<file path="config.mk">
export PLATFORM = sky130hd
export DESIGN_NAME = bit_timed_uart_8n1
export DESIGN_NICKNAME = d
export VERILOG_FILES = /design/src/sv/btu_pkg.sv /design/src/sv/bit_timed_uart_8n1.sv /design/src/sv/btu_tx.sv /design/src/sv/btu_rx.sv
export SDC_FILE = /design/constraint.sdc
export NUM_CORES = 1
export LEC_CHECK = 0
export BUFFER_PORTS_ARGS = -buffer_cell sky130_fd_sc_hd__buf_4
export CAP_MARGIN = 20
export CORE_UTILIZATION = 51
export DETAILED_ROUTE_END_ITERATION = 16
export PLACE_DENSITY = 0.75
export SLEW_MARGIN = 25
export SYNTH_ARGS = -nofsm -noshare
export SYNTH_HDL_FRONTEND = slang
export SYNTH_HIERARCHICAL = 1
export SYNTH_SLANG_ARGS = --single-unit
</file>
<file path="constraint.sdc">
create_clock -name clock -period 7.6 [get_ports clock]
set_clock_uncertainty 0.05 [all_clocks]
set_input_delay 1.52 -clock clock [delete_from_list [all_inputs] [get_ports clock]]
set_output_delay 1.52 -clock clock [all_outputs]
set_load 0.02 [all_outputs]
</file>
<file path="src/sv/btu_pkg.sv">
// shared types and constants for the bit timed 8n1 uart
package btu_pkg;

   localparam int unsigned  TICK_W         = 16;
   localparam int unsigned  RX_TIMER_W     = 20;
   localparam int unsigned  CSR_ADDR_W     = 3;
   localparam int unsigned  CSR_DATA_W     = 32;

   localparam logic [TICK_W-1:0] BIT_TICKS_RESET = 16'd104;
   localparam logic [3:0]        FRAME_BITS      = 4'd10;
   localparam logic [3:0]        DATA_BITS       = 4'd8;
   localparam logic              REG_BIT_TICKS   = 1'b0;

   typedef enum logic [1:0] {
      RX_IDLE = 2'd0,
      RX_WAIT = 2'd1,
      RX_RECV = 2'd2
   } rx_phase_type;

   typedef struct packed {
      logic line;
      logic busy;
   } tx_out_type;

   typedef struct packed {
      logic       busy;
      logic       valid;
      logic [7:0] data;
      logic       timeout;
   } rx_out_type;

endpackage

</file>
<file path="src/sv/bit_timed_uart_8n1.sv">
// top level of the bit timed 8n1 uart
//
// every req item is one tick: it carries the sampled receive line, a transmit
// request with its byte and a receive arm request. every accepted item yields
// exactly one rsp item with the transmit line level, both busy flags, a
// received byte strobe with its data and a start bit timeout strobe.
// an item accepted at one edge appears on rsp in the next cycle. while
// req_stall is low one item is taken every cycle, the state update being a
// single registered pass. the rsp register holds while rsp_stall is high, and
// req_stall rises only when that register is full and stalled, so a taken item
// frees a slot for the next one in the same cycle.
// bit_ticks (csr address 0) sets ticks per serial bit, 104 after reset; a
// value of 0 acts as 1. write it only while both directions are idle.
// reset clears both directions to idle, line high, and empties the rsp
// register.
module bit_timed_uart_8n1 (
   input  logic                               clock,
   input  logic                               reset,
   input  logic                               req_valid,
   output logic                               req_stall,
   input  logic                               req_rx_line,
   input  logic                               req_tx_start,
   input  logic [7:0]                         req_tx_byte,
   input  logic                               req_rx_arm,
   output logic                               rsp_valid,
   input  logic                               rsp_stall,
   output logic                               rsp_tx_line,
   output logic                               rsp_tx_busy,
   output logic                               rsp_rx_busy,
   output logic                               rsp_rx_valid,
   output logic [7:0]                         rsp_rx_byte,
   output logic                               rsp_rx_timeout,
   input  logic                               csr_psel,
   input  logic                               csr_penable,
   input  logic                               csr_pwrite,
   input  logic [btu_pkg::CSR_ADDR_W-1:0]     csr_paddr,
   input  logic [btu_pkg::CSR_DATA_W-1:0]     csr_pwdata,
   output logic [btu_pkg::CSR_DATA_W-1:0]     csr_prdata,
   output logic                               csr_pready
);

   logic [btu_pkg::TICK_W-1:0]  bit_ticks_ff, bit_ticks_in;
   logic [btu_pkg::TICK_W-1:0]  eff_ticks;
   logic                        csr_write;
   logic                        accept;

   btu_pkg::tx_out_type         tx_out;
   btu_pkg::rx_out_type         rx_out;

   logic                        rsp_valid_ff, rsp_valid_in;
   btu_pkg::tx_out_type         rsp_tx_ff;
   btu_pkg::rx_out_type         rsp_rx_ff;

   assign csr_pready = 1'b1;
   assign csr_write  = csr_psel && csr_penable && csr_pwrite && csr_pready
                       && (csr_paddr[2] == btu_pkg::REG_BIT_TICKS);
   assign csr_prdata = (csr_paddr[2] == btu_pkg::REG_BIT_TICKS)
                       ? btu_pkg::CSR_DATA_W'(bit_ticks_ff) : '0;
   assign bit_ticks_in = csr_write ? csr_pwdata[btu_pkg::TICK_W-1:0] : bit_ticks_ff;
   assign eff_ticks    = (bit_ticks_ff == '0) ? btu_pkg::TICK_W'(1) : bit_ticks_ff;

   assign req_stall    = rsp_valid_ff && rsp_stall;
   assign accept       = req_valid && !req_stall;
   assign rsp_valid_in = accept || (rsp_valid_ff && rsp_stall);

   btu_tx u_tx (
      .clock     (clock),
      .reset     (reset),
      .step      (accept),
      .bit_ticks (eff_ticks),
      .tx_start  (req_tx_start),
      .tx_byte   (req_tx_byte),
      .tx_out    (tx_out)
   );

   btu_rx u_rx (
      .clock     (clock),
      .reset     (reset),
      .step      (accept),
      .bit_ticks (eff_ticks),
      .rx_line   (req_rx_line),
      .rx_arm    (req_rx_arm),
      .rx_out    (rx_out)
   );

   always_ff @(posedge clock) begin
      if (reset) begin
         bit_ticks_ff <= btu_pkg::BIT_TICKS_RESET;
         rsp_valid_ff <= 1'b0;
      end else begin
         bit_ticks_ff <= bit_ticks_in;
         rsp_valid_ff <= rsp_valid_in;
      end
   end

   always_ff @(posedge clock) begin
      if (accept) begin
         rsp_tx_ff <= tx_out;
         rsp_rx_ff <= rx_out;
      end
   end

   assign rsp_valid      = rsp_valid_ff;
   assign rsp_tx_line    = rsp_tx_ff.line;
   assign rsp_tx_busy    = rsp_tx_ff.busy;
   assign rsp_rx_busy    = rsp_rx_ff.busy;
   assign rsp_rx_valid   = rsp_rx_ff.valid;
   assign rsp_rx_byte    = rsp_rx_ff.data;
   assign rsp_rx_timeout = rsp_rx_ff.timeout;

   a_no_take_when_full: assert property (@(posedge clock) disable iff (reset)
      (rsp_valid_ff && rsp_stall) |-> !accept)
      else $error("item taken while rsp register full and stalled");

   a_rx_done_idle: assert property (@(posedge clock) disable iff (reset)
      (rsp_valid_ff && (rsp_rx_ff.valid || rsp_rx_ff.timeout)) |-> !rsp_rx_ff.busy)
      else $error("receiver busy after byte or timeout");

   a_rx_strobe_excl: assert property (@(posedge clock) disable iff (reset)
      rsp_valid_ff |-> !(rsp_rx_ff.valid && rsp_rx_ff.timeout))
      else $error("byte and timeout on the same tick");

   a_tx_idle_high: assert property (@(posedge clock) disable iff (reset)
      (rsp_valid_ff && !rsp_tx_ff.busy) |-> rsp_tx_ff.line)
      else $error("tx line low while transmitter idle");

endmodule

</file>
<file path="src/sv/btu_tx.sv">
// transmit framer: start bit, eight data bits lsb first, stop bit
module btu_tx (
   input  logic                           clock,
   input  logic                           reset,
   input  logic                           step,
   input  logic [btu_pkg::TICK_W-1:0]     bit_ticks,
   input  logic                           tx_start,
   input  logic [7:0]                     tx_byte,
   output btu_pkg::tx_out_type            tx_out
);

   logic                        active_ff, active_in;
   logic [3:0]                  idx_ff, idx_in;
   logic [btu_pkg::TICK_W-1:0]  timer_ff, timer_in;
   logic [7:0]                  shift_ff, shift_in;

   logic                        load;
   logic                        act;
   logic [3:0]                  idx_cur;
   logic [3:0]                  idx_inc;
   logic [7:0]                  shift_cur;
   logic [btu_pkg::TICK_W:0]    timer_inc;
   logic [2:0]                  bit_sel;

   assign load      = !active_ff && tx_start;
   assign act       = active_ff || load;
   assign idx_cur   = load ? 4'd0 : idx_ff;
   assign idx_inc   = idx_cur + 4'd1;
   assign shift_cur = load ? tx_byte : shift_ff;
   assign timer_inc = (load ? {(btu_pkg::TICK_W+1){1'b0}} : {1'b0, timer_ff})
                      + {{btu_pkg::TICK_W{1'b0}}, 1'b1};
   assign bit_sel   = 3'(idx_cur - 4'd1);

   always_comb begin
      active_in = active_ff;
      idx_in    = idx_ff;
      timer_in  = timer_ff;
      shift_in  = shift_cur;
      if (act) begin
         active_in = 1'b1;
         if (timer_inc >= {1'b0, bit_ticks}) begin
            timer_in = '0;
            if (idx_inc >= btu_pkg::FRAME_BITS) begin
               idx_in    = 4'd0;
               active_in = 1'b0;
            end else begin
               idx_in = idx_inc;
            end
         end else begin
            timer_in = timer_inc[btu_pkg::TICK_W-1:0];
            idx_in   = idx_cur;
         end
      end
   end

   always_comb begin
      tx_out.busy = act;
      tx_out.line = 1'b1;
      if (act) begin
         if (idx_cur == 4'd0) begin
            tx_out.line = 1'b0;
         end else if (idx_cur <= btu_pkg::DATA_BITS) begin
            tx_out.line = shift_cur[bit_sel];
         end
      end
   end

   always_ff @(posedge clock) begin
      if (reset) begin
         active_ff <= 1'b0;
         idx_ff    <= 4'd0;
         timer_ff  <= '0;
         shift_ff  <= 8'd0;
      end else if (step) begin
         active_ff <= active_in;
         idx_ff    <= idx_in;
         timer_ff  <= timer_in;
         shift_ff  <= shift_in;
      end
   end

endmodule

</file>
<file path="src/sv/btu_rx.sv">
// receive sampler with start bit wait and timeout
module btu_rx (
   input  logic                           clock,
   input  logic                           reset,
   input  logic                           step,
   input  logic [btu_pkg::TICK_W-1:0]     bit_ticks,
   input  logic                           rx_line,
   input  logic                           rx_arm,
   output btu_pkg::rx_out_type            rx_out
);

   localparam int unsigned TW = btu_pkg::RX_TIMER_W;

   btu_pkg::rx_phase_type  phase_ff, phase_in, phase_cur;
   logic [TW-1:0]          timer_ff, timer_in;
   logic [3:0]             idx_ff, idx_in;
   logic [7:0]             shift_ff, shift_in;

   logic                   arming;
   logic [TW-1:0]          timer_cur;
   logic [TW-1:0]          timer_inc;
   logic [TW-1:0]          bt_w;
   logic [TW-1:0]          wait_limit;
   logic [TW-1:0]          target;
   logic                   sample_due;

   assign arming     = (phase_ff == btu_pkg::RX_IDLE) && rx_arm;
   assign phase_cur  = arming ? btu_pkg::RX_WAIT : phase_ff;
   assign timer_cur  = arming ? '0 : timer_ff;
   assign timer_inc  = timer_cur + {{(TW-1){1'b0}}, 1'b1};
   assign bt_w       = TW'(bit_ticks);
   assign wait_limit = (bt_w << 3) + (bt_w << 1);
   assign target     = bt_w + (bt_w >> 1) + (bt_w * TW'(idx_ff));
   assign sample_due = timer_inc >= target;

   always_comb begin
      phase_in = phase_cur;
      timer_in = timer_cur;
      idx_in   = idx_ff;
      shift_in = shift_ff;
      case (phase_cur)
         btu_pkg::RX_IDLE: begin
            phase_in = btu_pkg::RX_IDLE;
         end
         btu_pkg::RX_WAIT: begin
            if (!rx_line) begin
               phase_in = btu_pkg::RX_RECV;
               timer_in = '0;
               idx_in   = 4'd0;
               shift_in = 8'd0;
            end else if (timer_cur > wait_limit) begin
               phase_in = btu_pkg::RX_IDLE;
               timer_in = '0;
            end else begin
               timer_in = timer_inc;
            end
         end
         btu_pkg::RX_RECV: begin
            timer_in = timer_inc;
            if (sample_due) begin
               if (idx_ff < btu_pkg::DATA_BITS) begin
                  shift_in = {rx_line, shift_ff[7:1]};
                  idx_in   = idx_ff + 4'd1;
               end else begin
                  phase_in = btu_pkg::RX_IDLE;
                  timer_in = '0;
                  idx_in   = 4'd0;
               end
            end
         end
         default: begin
            phase_in = btu_pkg::RX_IDLE;
         end
      endcase
   end

   always_comb begin
      rx_out.busy    = (phase_in != btu_pkg::RX_IDLE);
      rx_out.valid   = 1'b0;
      rx_out.data    = 8'd0;
      rx_out.timeout = 1'b0;
      case (phase_cur)
         btu_pkg::RX_WAIT: begin
            rx_out.timeout = rx_line && (timer_cur > wait_limit);
         end
         btu_pkg::RX_RECV: begin
            if (sample_due && !(idx_ff < btu_pkg::DATA_BITS)) begin
               rx_out.valid = 1'b1;
               rx_out.data  = shift_ff;
            end
         end
         default: begin
            rx_out.valid = 1'b0;
         end
      endcase
   end

   always_ff @(posedge clock) begin
      if (reset) begin
         phase_ff <= btu_pkg::RX_IDLE;
         timer_ff <= '0;
         idx_ff   <= 4'd0;
         shift_ff <= 8'd0;
      end else if (step) begin
         phase_ff <= phase_in;
         timer_ff <= timer_in;
         idx_ff   <= idx_in;
         shift_ff <= shift_in;
      end
   end

endmodule
</file>
==> reports/results.tsv <==
stage	metric	value	unit
global_route	antenna_found_initial	0	
sta	hold_violations	0	
floorplan	die_area	19550	µm²
synth	ys_ff_latch	93	
synth	synthMostInstantiatedCell	ha_1	
sta	min_period	7006	ps
run	cap_violations	0	
route	drt-initial-drc-count	339	
synth	synthSimpleGateAreaFrac	23.30	%
floorplan	start_util	51.96	%
finish	drive_gt1_share	13.28	%
clocking	hold_buffers	0	
critical_path	critPathLaunchType	flop	
critical_path	cp.required	7840	ps
finish	nNetsFinal	1398	
critical_path	cp.buffers_inverters	1	
placed_design	place_ws	586.2	ps
power_and_ir_drop	vdd_ir_drop_max	95.56	µV
synth	synth_edf_count	13	
floorplan	ios	101	
critical_path	crit_arrival	7240	ps
synth	synthFlopType	dfxtp_1	
critical_path	critPathKind	flop to flop	
route	drcViolationCount	0	
sta	relSlewSlack	33.38	%
synth	yosysTopAreaCell	dfxtp_1	
synth	post-synth-top-area-fraction	16.53	%
clocking	postCtsSetupBuffers	0	
synth	synth_adder_area_share	24.15	%
sta	setup_ws	593.9	ps
route	wl_per_cell	15.06	µm
sta	tns	0	ps
sta	fin_crit_sh	92.19	%
synth	synth_cell_type_count	90	
sta	drv_slew	0	
power_and_ir_drop	leakage	4.947	nW
placed_design	dp.final_hpwl	16480	µm
critical_path	crit_path_cell_trace	nor4_1 -> a41o_1 -> nand2_1 -> fa_1 -> fa_1 -> fa_1 -> inv_1 -> fa_1 -> a21o_1 -> a21oi_1 -> o21ai_0 -> and4b_1 -> nor4b_1 -> or3_1 -> nor3_1 -> a311oi_1 -> ha_1 -> nand4_1 -> o21ai_1 -> nor2_1 -> a21boi_0 -> or4b_1 -> a21oi_1	
synth	synth_seq_area_share	20.56	%
route	num_vias	7916	
synth	synthTopCellsByCount	ha_1 (115), nand2_1 (103), inv_1 (99)	
run_status	status	finished, final reports clean	
power_and_ir_drop	p_per_area	111.0	nW/µm²
global_route	track_usage	22.55	%
finish	utilization	56.89	%
global_route	grt_max_degree	47	
synth	syn_avg_cell_area	8.497	µm²
sta	worst_pin_slew	999.4	ps
floorplan	std_cell_rows	50	
synth	synth_xor_area_share	5.335	%
placed_design	port_buffers	65	
critical_path	r2r_slack	590	ps
clocking	cts_tree	built	
floorplan	die_h	139.8	µm
critical_path	crit_path_top_delay_cell	fa_1	
synth	syn_area	9687	µm²
synth	synthMuxAreaShare	1.098	%
clocking	cts_root_buf	clkbuf_16	
critical_path	path_common_cell	fa_1	
global_route	grt-ovfl-total	0	
critical_path	end_kind	flop	
clocking	clk_latency	360	ps
route	first_pass_iters	5	
finish	syn_to_final_growth	9.481	%
synth	syn_inst	1140	
clocking	ctsResizeCount	0	
route	routed_wl	21450	µm
floorplan	coreArea	18640	µm²
sta	finalSetupViolations	0	
clocking	clockBufferDepth	2	
sta	rsz0062_at_grt	no	
sta	holdWs	411.4	ps
route	ant_nets	0	
synth	async_flop_share	0	%
critical_path	critPathMaxStageDelay	550	ps
synth	ys_top_cells_by_area	dfxtp_1 (17%), ha_1 (15%), fa_1 (9.3%), a21oi_1 (4.5%), and2_1 (4.5%)	
sta	fmax	142.7	MHz
critical_path	cp_top_family	adder cells	
finish	n_antenna_cell	0	
synth	synth_compound_area_share	17.37	%
clocking	cts_buffers	9	
clocking	htree_levels	3	
critical_path	worstPathMaxFanout	12	
synth	ys.warnings.count	6	
clocking	clkTransAtPathRegs	70	ps
global_route	grt_pass1_wl	35960	µm
route	vias_per_cell	5.559	
placed_design	place.gp.congestion	0.8530	
global_route	first_global_vias	7664	
synth	synth_top_family_by_area	adder cells	
worst_hold_path	hold_class	flop to flop	
floorplan	die_w	139.8	µm
clocking	cts_sinks	93	
power breakdown:
part           total (mW)  switching (mW)  leakage, nW  internal [mW]
logic               0.199           0.123         4.03         0.0758
registers           0.516         0.00710        0.776          0.509
clock network       0.462           0.204        0.137          0.258
path summary, 6_finish.rpt:
| kind | from | to | cells after the start |
|---|---|---|---|
| worst max-delay path | bit_ticks_ff[8] | u_rx/idx_ff[1] | 23 |
| worst min-delay path | u_tx/shift_ff[6] | u_tx/shift_ff[6] | 2 |
| worst max register to register | bit_ticks_ff[8] | u_rx/idx_ff[1] | 23 |
| worst min register to register | u_tx/shift_ff[6] | u_tx/shift_ff[6] | 2 |
per-stage QoR:
| stage | instance area (µm²) | instances | power, mW |
|---|---|---|---|
| floorplan | 9743 | 1155 | 0.6742 |
| global placement | 10300 | 1408 | 0.7206 |
| detailed placement | 10300 | 1408 | 0.7254 |
| CTS | 10610 | 1424 | 1.187 |
| global route | 10610 | 1424 | 1.227 |
| finish | 10610 | 1424 | 1.177 |
cell usage in the layout (no fill, tap or decap), drive strengths merged, types with 22 or more instances in the layout:
master,count
a21o,22
a21oi,98
a22o,36
and2,71
buf,89
dfxtp,80
fa,45
ha,115
inv,102
nand2,105
nand3,34
nor2,60
nor2b,39
o21ai,25
xnor2,25
xor2,34
per-layer routing:
metal,share of wire [%],track usage [%],routed length [µm]
met4,1.6,6.478,348
met2,48,38.84,10330
met1,47,29.49,10090
met3,3.1,2.822,675
met5,0,0,0
cell families (layout without fill, tap and decap cells):
group / Yosys count / after routing
and+or+nand+nor: 407 / 407
AOI/OAI and AO/OA: 240 / 240
buffers and inverters: 170 / 205
adders and majority gates: 160 / 160
DFF: 93 / 93
xor gates and xnor gates: 59 / 59
muxes: 9 / 9
other: 2 / 17
state kept, by name, summed over array words and instances (netlist names):
signal          count
u_rx/timer_ff      20
bit_ticks_ff       16
u_tx/timer_ff      16
rsp_rx_byte         8
u_rx/shift_ff       8
u_tx/shift_ff       8
u_rx/idx_ff         4
u_tx/idx_ff         4
u_rx/phase_ff       2
rsp_rx_busy         1
rsp_rx_timeout      1
rsp_rx_valid        1
rsp_tx_busy         1
rsp_tx_line         1
rsp_valid           1
u_tx/active_ff      1
area by class of cell:
cell class	instances	area, µm²
clock inverters	6	72.57
clock buffers	10	229.0
inverters	100	375.4
repair buffers	89	668.1
multi-input cells	892	6975
flip-flops and latches	93	1992
well taps	234	292.8
fillers	1687	8038
worst reg2reg max path, cell delays in order (launching register included):
cell      delay (ps)
dfxtp_1          450
nor4_1           280
a41o_1           270
nand2_1          110
fa_1             550
fa_1             520
fa_1             540
inv_1             60
fa_1             460
a21o_1           190
a21oi_1          280
o21ai_0          120
and4b_1          240
nor4b_1          430
or3_1            230
nor3_1            60
a311oi_1         440
ha_1             210
nand4_1          180
o21ai_1          320
nor2_1           100
a21boi_0         170
or4b_1           540
a21oi_1          150
(Power assumes the default switching activity.)
